## config.mk

```make
export PLATFORM = sky130hd
export DESIGN_NAME = tcs_ctrl
export DESIGN_NICKNAME = d
export VERILOG_FILES = /design/src/hw/rtl/tcs_pkg.sv /design/src/hw/rtl/tcs_ctrl.sv
export VERILOG_INCLUDE_DIRS = /design/src /design/src/hw/rtl
export SDC_FILE = /design/constraint.sdc
export NUM_CORES = 1
export LEC_CHECK = 0
export BUFFER_PORTS_ARGS = -buffer_cell sky130_fd_sc_hd__buf_4
export CORE_AREA = 2 2 39 41
export DETAILED_ROUTE_END_ITERATION = 7
export DIE_AREA = 0 0 41 43
export GPL_TIMING_DRIVEN = 0
export PLACE_DENSITY = 0.56
export SLEW_MARGIN = 30
export SYNTH_ARGS = -nofsm -noshare
export SYNTH_HDL_FRONTEND = slang
export SYNTH_SLANG_ARGS = --single-unit
```

## constraint.sdc

```tcl
create_clock -name clk -period 3.75 [get_ports clk]
set_clock_uncertainty 0.05 [all_clocks]
set_input_delay 0.5625 -clock clk [delete_from_list [all_inputs] [get_ports clk]]
set_output_delay 0.5625 -clock clk [all_outputs]
set_load 0.005 [all_outputs]
```

## src/hw/rtl/text_console_with_scroll_macros.svh

```systemverilog
// Assertion macros shared by the text console modules
`ifndef TEXT_CONSOLE_WITH_SCROLL_MACROS_SVH
`define TEXT_CONSOLE_WITH_SCROLL_MACROS_SVH

// Check a consequent in the same cycle as its antecedent
`define TCS_ASSERT_SAME(label, ante, cons, msg) \
  label: assert property (@(posedge clk) disable iff (rst) (ante) |-> (cons)) \
    else $error(msg);

// Check a consequent in the cycle after its antecedent
`define TCS_ASSERT_NEXT(label, ante, cons, msg) \
  label: assert property (@(posedge clk) disable iff (rst) (ante) |=> (cons)) \
    else $error(msg);

`endif

```

## src/hw/rtl/tcs_pkg.sv

```systemverilog
// Shared types, codes and constants of the text console
package tcs_pkg;

  // Default screen geometry
  localparam int COLUMNS_DEF   = 80;
  localparam int ROWS_DEF      = 25;
  localparam int TAB_WIDTH_DEF = 8;

  // Fixed field widths
  localparam int OPCODE_W  = 2;
  localparam int CHAR_W    = 8;
  localparam int INDEX_W   = 11;
  localparam int LOC_W     = 11;
  localparam int CELL_W    = 16;
  localparam int ATTR_W    = 8;
  localparam int S_TDATA_W = 24;
  localparam int M_TDATA_W = 32;

  // Operation codes
  localparam logic [OPCODE_W-1:0] OP_PUT   = 2'd0;
  localparam logic [OPCODE_W-1:0] OP_CLEAR = 2'd1;
  localparam logic [OPCODE_W-1:0] OP_READ  = 2'd2;

  // Character codes
  localparam logic [CHAR_W-1:0] CH_BS    = 8'h08;
  localparam logic [CHAR_W-1:0] CH_TAB   = 8'h09;
  localparam logic [CHAR_W-1:0] CH_LF    = 8'h0A;
  localparam logic [CHAR_W-1:0] CH_CR    = 8'h0D;
  localparam logic [CHAR_W-1:0] CH_SPACE = 8'h20;

  // Attribute after reset and the blank cell it gives
  localparam logic [ATTR_W-1:0] RESET_ATTR = 8'h0F;
  localparam logic [CELL_W-1:0] RESET_CELL = {RESET_ATTR, CH_SPACE};

  // Controller states
  typedef enum logic [2:0] {
    ST_INIT,
    ST_IDLE,
    ST_COPY_RD,
    ST_COPY_WR,
    ST_BLANK,
    ST_CLEAR,
    ST_READ,
    ST_DONE
  } state_t;

  // Screen store operation selected by the controller
  typedef enum logic [2:0] {
    MEM_IDLE,
    MEM_INIT,
    MEM_CLEAR,
    MEM_COPY_RD,
    MEM_COPY_WR,
    MEM_BLANK
  } mem_op_t;

  // Commands from controller to datapath
  typedef struct packed {
    logic    take;
    logic    cnt_clr;
    logic    cnt_inc;
    mem_op_t mem;
    logic    capture;
    logic    load_out;
  } cmd_t;

  // Status from datapath to controller
  typedef struct packed {
    logic [OPCODE_W-1:0] opcode;
    logic                scroll_now;
    logic                cnt_at_end;
    logic                cnt_at_copy_end;
    logic                cnt_at_row_end;
  } sts_t;

endpackage

```

## src/hw/rtl/tcs_ctrl.sv

```systemverilog
// Controller state machine of the text console
`include "text_console_with_scroll_macros.svh"

module tcs_ctrl (
  input  logic          clk,
  input  logic          rst,
  input  logic          s_tvalid,
  output logic          s_tready,
  output logic          m_tvalid,
  input  logic          m_tready,
  input  tcs_pkg::sts_t sts,
  output tcs_pkg::cmd_t cmd
);

  tcs_pkg::state_t state;
  tcs_pkg::state_t state_next;
  logic            out_valid;
  logic            out_free;

  assign out_free = !out_valid || m_tready;
  assign m_tvalid = out_valid;

  // State register
  always_ff @(posedge clk) begin
    if (rst) begin
      state <= tcs_pkg::ST_INIT;
    end else begin
      state <= state_next;
    end
  end

  // Hold the result valid until the transfer completes
  always_ff @(posedge clk) begin
    if (rst) begin
      out_valid <= 1'b0;
    end else if (cmd.load_out) begin
      out_valid <= 1'b1;
    end else if (m_tready) begin
      out_valid <= 1'b0;
    end
  end

  // Next state
  always_comb begin
    state_next = state;
    case (state)
      tcs_pkg::ST_INIT: begin
        if (sts.cnt_at_end) begin
          state_next = tcs_pkg::ST_IDLE;
        end
      end
      tcs_pkg::ST_IDLE: begin
        if (s_tvalid) begin
          case (sts.opcode)
            tcs_pkg::OP_PUT: begin
              state_next = sts.scroll_now ? tcs_pkg::ST_COPY_RD : tcs_pkg::ST_DONE;
            end
            tcs_pkg::OP_CLEAR: state_next = tcs_pkg::ST_CLEAR;
            tcs_pkg::OP_READ:  state_next = tcs_pkg::ST_READ;
            default:           state_next = tcs_pkg::ST_DONE;
          endcase
        end
      end
      tcs_pkg::ST_COPY_RD: state_next = tcs_pkg::ST_COPY_WR;
      tcs_pkg::ST_COPY_WR: begin
        state_next = sts.cnt_at_copy_end ? tcs_pkg::ST_BLANK : tcs_pkg::ST_COPY_RD;
      end
      tcs_pkg::ST_BLANK: begin
        if (sts.cnt_at_row_end) begin
          state_next = tcs_pkg::ST_DONE;
        end
      end
      tcs_pkg::ST_CLEAR: begin
        if (sts.cnt_at_end) begin
          state_next = tcs_pkg::ST_DONE;
        end
      end
      tcs_pkg::ST_READ: state_next = tcs_pkg::ST_DONE;
      tcs_pkg::ST_DONE: begin
        if (out_free) begin
          state_next = tcs_pkg::ST_IDLE;
        end
      end
      default: state_next = tcs_pkg::ST_INIT;
    endcase
  end

  // Outputs
  always_comb begin
    cmd      = '0;
    cmd.mem  = tcs_pkg::MEM_IDLE;
    s_tready = 1'b0;
    case (state)
      tcs_pkg::ST_INIT: begin
        cmd.mem     = tcs_pkg::MEM_INIT;
        cmd.cnt_inc = 1'b1;
      end
      tcs_pkg::ST_IDLE: begin
        s_tready    = 1'b1;
        cmd.take    = s_tvalid;
        cmd.cnt_clr = 1'b1;
      end
      tcs_pkg::ST_COPY_RD: cmd.mem = tcs_pkg::MEM_COPY_RD;
      tcs_pkg::ST_COPY_WR: begin
        cmd.mem     = tcs_pkg::MEM_COPY_WR;
        cmd.cnt_clr = sts.cnt_at_copy_end;
        cmd.cnt_inc = !sts.cnt_at_copy_end;
      end
      tcs_pkg::ST_BLANK: begin
        cmd.mem     = tcs_pkg::MEM_BLANK;
        cmd.cnt_inc = 1'b1;
      end
      tcs_pkg::ST_CLEAR: begin
        cmd.mem     = tcs_pkg::MEM_CLEAR;
        cmd.cnt_inc = 1'b1;
      end
      tcs_pkg::ST_READ: cmd.capture = 1'b1;
      tcs_pkg::ST_DONE: cmd.load_out = out_free;
      default: cmd = '0;
    endcase
  end

  `TCS_ASSERT_SAME(a_load_when_free, cmd.load_out, !out_valid || m_tready,
    "result loaded over an untaken result")
  `TCS_ASSERT_NEXT(a_clear_walks, cmd.take && sts.opcode == tcs_pkg::OP_CLEAR,
    state == tcs_pkg::ST_CLEAR, "clear did not start its sweep")
  `TCS_ASSERT_SAME(a_copy_order, state == tcs_pkg::ST_COPY_WR,
    $past(state) == tcs_pkg::ST_COPY_RD, "scroll write without its read")

endmodule

```

==> reports/metrics.cfg, run 1 <==
[synthesis]
synth_flop_cell = dfxtp_1
synth_xor_area_share_pct = 0
post_synth.cell_area_avg_sq_um = 7.60
synthSimpleGateAreaFrac_pct = 27.9
netlist_area_sq_um = 425
synthArstFlopShare_pct = 0
yosys.area_share.adder_pct = 8.82
synth_cell_type_count = 28
ys_seq_elements = 4
synth_warnings = 0
yosysTopAreaCellShare_pct = 18.8
synth_compound_area_share_pct = 26.2
synth_common_cells = inv_1 (5), nand2b_1 (5), dfxtp_1 (4), nand2_1 (4)
ys_seq_area_share_pct = 18.8
synth.net_count = 69
synth_edf_count = 0
synthCells = 56
synth_mux_area_share_pct = 9.71
synth_largest_area_cell = dfxtp_1
synthTopCellsByArea = dfxtp_1 (19%), ha_1 (8.8%), nand2b_1 (7.4%)
synth_top_family_by_area = simple AND/OR/NAND/NOR gates

[floorplanning]
dieArea_sq_um = 1760
die_h_microns = 43
ios = 20
num_rows = 14
die_x_microns = 41
fp.coreArea_sq_um = 1380
start_util_pct = 30.7

[routing]
drc = 0
drt_first_pass_iters = 4
avgRoutedWirePerCell_microns = 11.4
viasPerCell = 5.06
num_vias = 476
drt-initial-drc-count = 10
postRouteAntennaNets = 0
wl_mm = 1.08

[clock_tree]
cts_tree = yes
clock-sinks = 4
htreeDepth = 1
cts_setup_buffers = 0
cts-buffers-inserted = 3
clockBufferDepth = 2
clock_latency_ns = 0.23
clkTransAtPathRegs_ns = 0.04
clock-root-buffer = clkbuf_4
cts_resized = 0
cts_hold_buf = 0

[critical_path]
slowest_stage = dfxtp_1
critPathKind = reg2out
worstPathBufferInverterCount = 3
cp.arrival_ns = 1.45
cpPeakStageDelay_ns = 0.43
critPathMaxFanout = 10
cp-start-kind = flip-flop
endpoint_kind = output pin
cp_common_cell = buf_4
cp.required_ns = 3.14
cpLargestDelayFamily = flip-flops
critical_path.cell_chain = buf_4 > inv_1 > nand2_1 > nor2_1 > and2_1 > buf_4

[sta]
slew_viol_final = 0
finalHoldViolations = 0
post-route-min-period_ns = 2.06
setup_viol = 0
tns_ns = 0
rsz0062_at_grt = false
fmax_ghz = 0.485
worst_slew_pin_slew_ns = 0.335
finalCritPeriodShare_pct = 55.0
slew_headroom_pct = 77.4

[job]
maxCapViolCount = 0

[placement]
gp_congestion = 0.757
port_buffers = 19
placed_cell_area_sq_um = 588
hpwl_microns = 863

[cells_and_area]
diodes = 0
fill_cells = 154
seq_area_sq_um = 80.1
multi_input_area_sq_um = 309
fin_nets = 93
fin_area_sq_um = 611
area_growth_syn_to_layout_pct = 43.5
drive_gt1_share_pct = 34.6

[global_route]
grt_max_degree = 11
grt_first_pass_wirelength_mm = 1.88
grt_pass1_vias = 454
antenna_found_initial = 0
grt_usage_pct = 15.7
grt-ovfl-total = 0

[outcome]
status = completed

[power_and_ir_drop]
ir_worst_vdd_v = 0.000164
power.density_nw_per_um2 = 390
p_leak_nw = 0.289

[hold_path]
hold_class = reg2reg

==> path summary, 6_finish.rpt <==
check / start / endpoint / slack [ns] / cells past startpoint
max: state[2]$_SDFFE_PP0P_ / cmd[7] / 1.69 / 6
min reg2reg: m_tvalid$_SDFFE_PP0P_ / m_tvalid$_SDFFE_PP0P_ / 0.45 / 2
min: m_tvalid$_SDFFE_PP0P_ / m_tvalid$_SDFFE_PP0P_ / 0.45 / 2
max reg2reg: state[2]$_SDFFE_PP0P_ / state[2]$_SDFFE_PP0P_ / 2.29 / 4
==> cell usage in the layout (no fill, tap or decap), drive strengths merged <==
master / count
a2111oi: 1
a21oi: 3
a221o: 1
a31oi: 1
and2: 1
and3: 1
buf: 22
clkbuf: 3
dfxtp: 4
ha: 3
inv: 5
mux2: 1
mux2i: 3
nand2: 4
nand2b: 5
nand3: 1
nor2: 2
nor2b: 3
nor3: 3
nor3b: 1
nor4: 1
o211ai: 1
o21ai: 2
o21bai: 1
o22ai: 2
o311a: 1
o311ai: 1
o32ai: 1
==> through the flow <==
| stage | utilization, % | hold WS [ns] | setup slack, ns | cells | power, mW |
|---|---|---|---|---|---|
| floorplan | - | 0.439 | 2.17 | 56 | 0.135 |
| global placement | 42.5 | 0.455 | 1.94 | 91 | 0.189 |
| detailed placement | 42.5 | 0.452 | 1.93 | 91 | 0.189 |
| CTS | 44.1 | 0.458 | 1.68 | 94 | 0.243 |
| global route | 44.1 | 0.462 | 1.56 | 94 | 0.266 |
| finish | 44.1 | 0.454 | 1.69 | 94 | 0.238 |
==> final cells by class <==
| type | count | share of cell area (%) |
|---|---|---|
| buffer | 3 | 2.87 |
| timing repair buffer | 19 | 23.4 |
| multi-input combinational | 44 | 50.6 |
| inverter | 5 | 3.07 |
| sequential | 4 | 13.1 |
| clock buffer | 3 | 3.69 |
| tap | 16 | 3.28 |
==> worst min-delay path, delay by kind of cell (launching register included) <==
family,cells,cell delay [ns]
AO/OA/AOI/OAI,1,0.06
flip-flops,1,0.31
AND/OR/NAND/NOR,1,0.09
==> flip-flops by register name, indices dropped and copies added, names as in the netlist <==
| signal | count |
|---|---|
| state | 3 |
| m_tvalid | 1 |
==> logic make-up after synthesis <==
logic type               count (synthesis)
AND/OR/NAND/NOR                         22
AO/OA/AOI/OAI                           15
buffers and inverters                    8
multiplexers                             4
flip-flops                               4
adder cells (fa/ha/maj)                  3
==> layer usage <==
metal  vias up  wire length (microns)  GRT usage [%]
met5         -                      0              0
met4         0                      0           8.00
met3         0                     69           4.71
met2        16                    526           23.4
met1       210                    479           19.3
li1        250                      -              -
==> where the power goes <==
group	leakage (nW)	internal, mW	total [mW]	switching [mW]
registers	0.0328	0.0497	0.0612	0.0115
clock network	0.0138	0.0356	0.0503	0.0148
logic	0.243	0.0668	0.126	0.0597
total	0.289	0.152	0.238	0.0859
(Power assumes the default switching activity.)
==> run 2: changes to the inputs <==
--- a/config.mk
+++ b/config.mk
@@ -11,7 +11,7 @@
 export DETAILED_ROUTE_END_ITERATION = 7
 export DIE_AREA = 0 0 41 43
 export GPL_TIMING_DRIVEN = 0
-export PLACE_DENSITY = 0.56
+export PLACE_DENSITY = 0.58
 export SLEW_MARGIN = 30
 export SYNTH_ARGS = -nofsm -noshare
 export SYNTH_HDL_FRONTEND = slang
==> constraint.sdc (replaced) <==
create_clock -name clk -period 1.75 [get_ports clk]
set_clock_uncertainty 0.05 [all_clocks]
set_input_delay 0.2625 -clock clk [delete_from_list [all_inputs] [get_ports clk]]
set_output_delay 0.2625 -clock clk [all_outputs]
set_load 0.005 [all_outputs]
==> run 2 against run 1 <==
Critical path depth unchanged. Sequential cell count unchanged. Global-route usage down 3.1 points. Non-clock buffer count unchanged. Utilization up 0.54 points. Wire length down 0.93%. Die area unchanged. Critical path type unchanged. First-iteration DRC count down 20%. Largest cell class unchanged. Count of clock-buffer cells in the layout unchanged.
==> reports/metrics.cfg, run 2 (synthesis gave the netlist of run 1 again) <==
[outcome]
status = completed

[placement]
port_buffers = 19  ; unchanged
hpwl_microns = 811  ; -6.0%
placed_cells = 91  ; unchanged
gp_congestion = 0.758  ; +0.13%

[floorplanning]
num_rows = 14  ; unchanged
fp.coreArea_sq_um = 1380  ; unchanged
die_x_microns = 41  ; unchanged
start_util_pct = 30.7  ; unchanged
die_h_microns = 43  ; unchanged
ios = 20  ; unchanged
dieArea_sq_um = 1760  ; unchanged

[sta]
slew_headroom_pct = 75.8  ; -1.6 points
setup_viol = 0  ; unchanged
fmax_ghz = 0.612
worst_slew_pin_slew_ns = 0.359  ; +0.0240 ns
tns_ns = 0  ; unchanged
finalCritPeriodShare_pct = 93.3
finalHoldViolations = 0  ; unchanged
slew_viol_final = 0  ; unchanged
rsz0062_at_grt = false
post-route-min-period_ns = 1.63

[job]
maxCapViolCount = 0  ; unchanged

[routing]
drt-initial-drc-count = 8  ; -2
viasPerCell = 4.95  ; -2.3%
postRouteAntennaNets = 0  ; unchanged
num_vias = 465  ; -2.3%
drt_first_pass_iters = 3  ; -1
wl_mm = 1.07  ; -0.93%
drc = 0  ; unchanged
avgRoutedWirePerCell_microns = 11.3  ; -0.93%

[critical_path]
endpoint_kind = output pin
cp.arrival_ns = 1.32  ; -0.13 ns
cp-start-kind = flip-flop
critPathKind = reg2out
critPathMaxFanout = 10  ; unchanged
cp.required_ns = 1.44  ; -1.70 ns

[clock_tree]
cts-buffers-inserted = 3  ; unchanged
clock_latency_ns = 0.23  ; about the same
clock-root-buffer = clkbuf_4
cts_setup_buffers = 0  ; unchanged
clock-sinks = 4  ; unchanged
cts_hold_buf = 0  ; unchanged
clkTransAtPathRegs_ns = 0.04  ; about the same
clockBufferDepth = 2  ; unchanged
htreeDepth = 1  ; unchanged
cts_tree = yes

[cells_and_area]
largest_reg_flops = 3  ; unchanged
diodes = 0  ; unchanged
final_util_pct = 44.7  ; +0.54 points
fin_nets = 93  ; unchanged
layout_common_cells = buf_4 (20), inv_1 (5), nand2b_1 (5)
area_growth_syn_to_layout_pct = 45.3
mostFrequentLayoutCell = buf_4
largest_register = state
drive_gt1_share_pct = 38.5  ; +3.8 points
instances_no_fill = 94  ; unchanged

[global_route]
grt_first_pass_wirelength_mm = 1.58  ; -16%
grt_max_degree = 11  ; unchanged
antenna_found_initial = 0  ; unchanged
grt-ovfl-total = 0  ; unchanged
grt_usage_pct = 12.6  ; -3.1 points
grt_pass1_vias = 411  ; -9.5%

[power_and_ir_drop]
p_leak_nw = 0.290  ; +0.34%
ir_worst_vdd_v = 0.000336  ; +100%
power.density_nw_per_um2 = 839  ; +120%
finalPower_uw = 519  ; +120%

[hold_path]
hold_class = in2reg

run 2: changes by cell type in the layout (fill, tap and decap cells not counted):
cell / delta
dfxtp_2: +2
buf_2: -1
nand2_2: +1
clkbuf_4: +1
nand2_1: -1
dfxtp_1: -2
run 2: worst paths after layout:
| check | depth (start not counted) | startpoint | end | slack, ns |
|---|---|---|---|---|
| max | 6 | state[2]$_SDFFE_PP0P_ | cmd[7] | 0.12 |
| min | 2 | rst | m_tvalid$_SDFFE_PP0P_ | 0.17 |
| max reg2reg | 4 | state[2]$_SDFFE_PP0P_ | state[2]$_SDFFE_PP0P_ | 0.35 |
| min reg2reg | 2 | m_tvalid$_SDFFE_PP0P_ | m_tvalid$_SDFFE_PP0P_ | 0.45 |
run 2: report_power, final:
| part | switching [mW] | internal (mW) | total, mW |
|---|---|---|---|
| combinational | 0.130 | 0.146 | 0.277 |
| clock | 0.0330 | 0.0763 | 0.109 |
| sequential | 0.0240 | 0.109 | 0.133 |
| total | 0.187 | 0.331 | 0.519 |
run 2: cell type report:
type                            count  area [sq um]
Timing Repair Buffer               19           143
Inverter                            5          18.8
Tap cell                           16          20.0
Clock buffer                        3          22.5
Sequential cell                     4          82.6
Multi-Input combinational cell     44           312
Buffer                              3          20.0
Fill cell                         161           766
run 2: routing by layer:
metal / vias up / global-route usage (%) / part of all wire, %
met4: 0 / 6.00 / 1.8
met1: 199 / 16.7 / 46
met5: - / 0 / 0
li1: 252 / - / -
met2: 12 / 20.0 / 48
met3: 2 / 0 / 4.9
run 2: repair_timing:
| item | in CTS | in global routing |
|---|---|---|
| resized for setup | 1 | 3 |
| pin swaps | 0 | 0 |
| endpoints found under the setup margin | 1 | 2 |
run 2: critical path, stage by stage (launching register included):
cell,delay [ns]
dfxtp_2,0.37
buf_4,0.18
inv_1,0.09
nand2_2,0.11
nor2_1,0.05
and2_1,0.15
buf_4,0.13
run 2: per-stage QoR:
stage	instance area (sq um)	setup WS, ns	hold slack [ns]
CTS	612	0.0333	0.166
detailed placement	588	0.250	0.409
global placement	588	0.237	0.413
finish	618	0.117	0.173
global route	618	0.0415	0.175
floorplan	425	0.470	0.282
==> run 3: changes to the inputs <==
--- a/config.mk
+++ b/config.mk
@@ -6,12 +6,13 @@
 export SDC_FILE = /design/constraint.sdc
 export NUM_CORES = 1
 export LEC_CHECK = 0
+export ABC_AREA = 1
 export BUFFER_PORTS_ARGS = -buffer_cell sky130_fd_sc_hd__buf_4
 export CORE_AREA = 2 2 39 41
 export DETAILED_ROUTE_END_ITERATION = 7
 export DIE_AREA = 0 0 41 43
 export GPL_TIMING_DRIVEN = 0
-export PLACE_DENSITY = 0.58
+export PLACE_DENSITY = 0.67
 export SLEW_MARGIN = 30
 export SYNTH_ARGS = -nofsm -noshare
 export SYNTH_HDL_FRONTEND = slang
==> run 3 against run 2 <==
Utilization rose by 7.4 points. Register-to-register slack improved by 0.19 ns. Die area did not move. Sequential share of layout area fell by 2.2 points. Sequential power rose by 7%. Global-route usage rose by 2.1 points. First-iteration DRC count rose by 25%. Critical path type unchanged.
==> reports/metrics.cfg, run 3 <==
[critical_path]
worst-r2r-cell-count = 8  ; +4
cp.required_ns = 1.44  ; about the same
cp-start-kind = flip-flop
cp.arrival_ns = 1.25  ; -0.07 ns
critPathKind = reg2out
endpoint_kind = output pin
critPathMaxFanout = 9  ; -1

[synthesis]
ys_seq_elements = 4  ; unchanged
ys_seq_area_share_pct = 15.0  ; -3.9 points
synthArstFlopShare_pct = 0  ; unchanged
yosysTopAreaCellShare_pct = 15.0  ; -3.9 points
netlist_area_sq_um = 536  ; +26%
post_synth.cell_area_avg_sq_um = 6.23  ; -18%
synth_edf_count = 0  ; unchanged
synthTopCellsByArea = dfxtp_1 (15%), nand2_1 (13%), inv_1 (8.4%)
synth.net_count = 99  ; +43%
synth_warnings = 0  ; unchanged
synth.most_common_cell = nand2_1
synth_flop_cell = dfxtp_1
synth_largest_area_cell = dfxtp_1
synthCells = 86  ; +54%
synth_common_cells = nand2_1 (19), inv_1 (12), nor2_1 (12)
synth_cell_type_count = 20  ; -29%

[clock_tree]
clock-root-buffer = clkbuf_4
htreeDepth = 1  ; unchanged
clock-sinks = 4  ; unchanged
cts_hold_buf = 0  ; unchanged
clockBufferDepth = 2  ; unchanged
clkTransAtPathRegs_ns = 0.04  ; about the same
cts-buffers-inserted = 3  ; unchanged
cts_resized = 0  ; -1
clock_latency_ns = 0.23  ; about the same
cts_tree = yes
cts_setup_buffers = 0  ; unchanged

[power_and_ir_drop]
p_leak_nw = 0.392  ; +35%
ir_worst_vdd_v = 0.000600  ; +78%
power.density_nw_per_um2 = 1680  ; +100%
finalPower_mw = 1.21  ; +130%

[sta]
slew_headroom_pct = 86.5  ; +11 points
worst_slew_pin_slew_ns = 0.202  ; -0.157 ns
rsz0062_at_grt = false
slew_viol_final = 0  ; unchanged
setup_viol = 0  ; unchanged
post-route-min-period_ns = 1.56  ; -0.0686 ns
finalCritPeriodShare_pct = 89.4  ; -3.9 points
finalHoldViolations = 0  ; unchanged
fmax_ghz = 0.639  ; +4.4%
tns_ns = 0  ; unchanged

[routing]
wl_mm = 1.17  ; +10%
num_vias = 571  ; +23%
viasPerCell = 4.60  ; -6.9%
avgRoutedWirePerCell_microns = 9.45  ; -17%
drt_first_pass_iters = 4  ; +1
drc = 0  ; unchanged
postRouteAntennaNets = 0  ; unchanged
drt-initial-drc-count = 10  ; +2

[floorplanning]
dieArea_sq_um = 1760  ; unchanged
die_h_microns = 43  ; unchanged
start_util_pct = 38.7  ; +8.0 points
fp.coreArea_sq_um = 1380  ; unchanged
die_x_microns = 41  ; unchanged
ios = 20  ; unchanged
num_rows = 14  ; unchanged

[global_route]
grt_pass1_vias = 461  ; +12%
grt_first_pass_wirelength_mm = 1.81  ; +15%
grt_usage_pct = 14.6  ; +2.1 points
antenna_found_initial = 0  ; unchanged
grt-ovfl-total = 0  ; unchanged
grt_max_degree = 11  ; unchanged

[cells_and_area]
area_growth_syn_to_layout_pct = 34.6
fin_nets = 123  ; +32%
diodes = 0  ; unchanged
largest_register = state
largest_reg_flops = 3  ; unchanged
drive_gt1_share_pct = 38.0  ; -0.50 points
layout_common_cells = nand2_1 (19), buf_4 (19), inv_1 (12), nor2_1 (12)

[placement]
hpwl_microns = 956  ; +18%
gp_congestion = 0.761  ; +0.28%
port_buffers = 19  ; unchanged

[hold_path]
holdPathStages = 2  ; unchanged
hold_class = in2reg

[job]
maxCapViolCount = 0  ; unchanged

[outcome]
status = completed

## run 3: cell types whose count changed in the layout (fill, tap and decap cells not counted), moves of 3 or more
cell	change
nor2_1	+10
mux2i_1	-3
buf_6	+3
a21oi_1	+3
nand3_1	+5
nand2b_1	-5
inv_1	+7
nand2_1	+16
nor2b_1	-3
nor2_2	+3
## run 3: kinds of logic after synthesis
| group | after synthesis | share of synthesized area [%] |
|---|---|---|
| flops | 4 | 15.0 |
| compound gates | 10 | 10.0 |
| fa+ha+maj | 3 | 7.01 |
| buf+inv | 18 | 19.6 |
| simple gates | 51 | 48.4 |
## run 3: where the power goes
part / leakage [nW] / internal, mW / switching, mW / total [mW]
Sequential: 0.0328 / 0.127 / 0.0147 / 0.142
Combinational: 0.346 / 0.416 / 0.539 / 0.955
Clock: 0.0138 / 0.0765 / 0.0348 / 0.111
## run 3: worst max-delay path, stage by stage, from the launching register on
cell	delay (ns)
dfxtp_1	0.30
buf_6	0.14
inv_4	0.09
nor3_1	0.06
or2_2	0.29
buf_4	0.13
## run 3: final cells by class
| class | instances | area (sq um) |
|---|---|---|
| fill | 150 | 663 |
| multi-input combinational | 64 | 350 |
| timing repair buffer | 19 | 143 |
| sequential | 4 | 80.1 |
| inverter | 15 | 71.3 |
| buffer | 3 | 33.8 |
| clock buffer | 3 | 22.5 |
| tap | 16 | 20.0 |
## run 3: metrics by stage
stage | hold WS [ns] | util (%) | cell area (sq um) | setup slack, ns | cells
2_1_floorplan | 0.275 | - | 536 | 0.595 | 86
3_3_place_gp | 0.410 | 50.5 | 698 | 0.441 | 121
3_5_place_dp | 0.406 | 50.5 | 698 | 0.433 | 121
4_1_cts | 0.162 | 52.1 | 721 | 0.175 | 124
5_1_grt | 0.163 | 52.1 | 721 | 0.137 | 124
6_report | 0.172 | 52.1 | 721 | 0.185 | 124
## run 3: layer usage
metal / global-route usage [%] / wire length, microns / vias to the layer above / share of wire, %
met1: 18.9 / 557 / 245 / 48
met3: 4.71 / 77 / 0 / 6.6
met4: 2.00 / 0 / 0 / 0
li1: - / - / 311 / -
met5: 0 / 0 / - / 0
met2: 23.4 / 537 / 15 / 46
## run 3: path summary, 6_finish.rpt
kind | startpoint | slack [ns] | end
worst max register to register | state[1]$_SDFFE_PP0P_ | 0.54 | state[0]$_SDFFE_PP0P_
worst max-delay path | state[1]$_SDFFE_PP0P_ | 0.19 | cmd[3]
worst min register to register | m_tvalid$_SDFFE_PP0P_ | 0.47 | m_tvalid$_SDFFE_PP0P_
worst min-delay path | rst | 0.17 | state[2]$_SDFFE_PP0P_
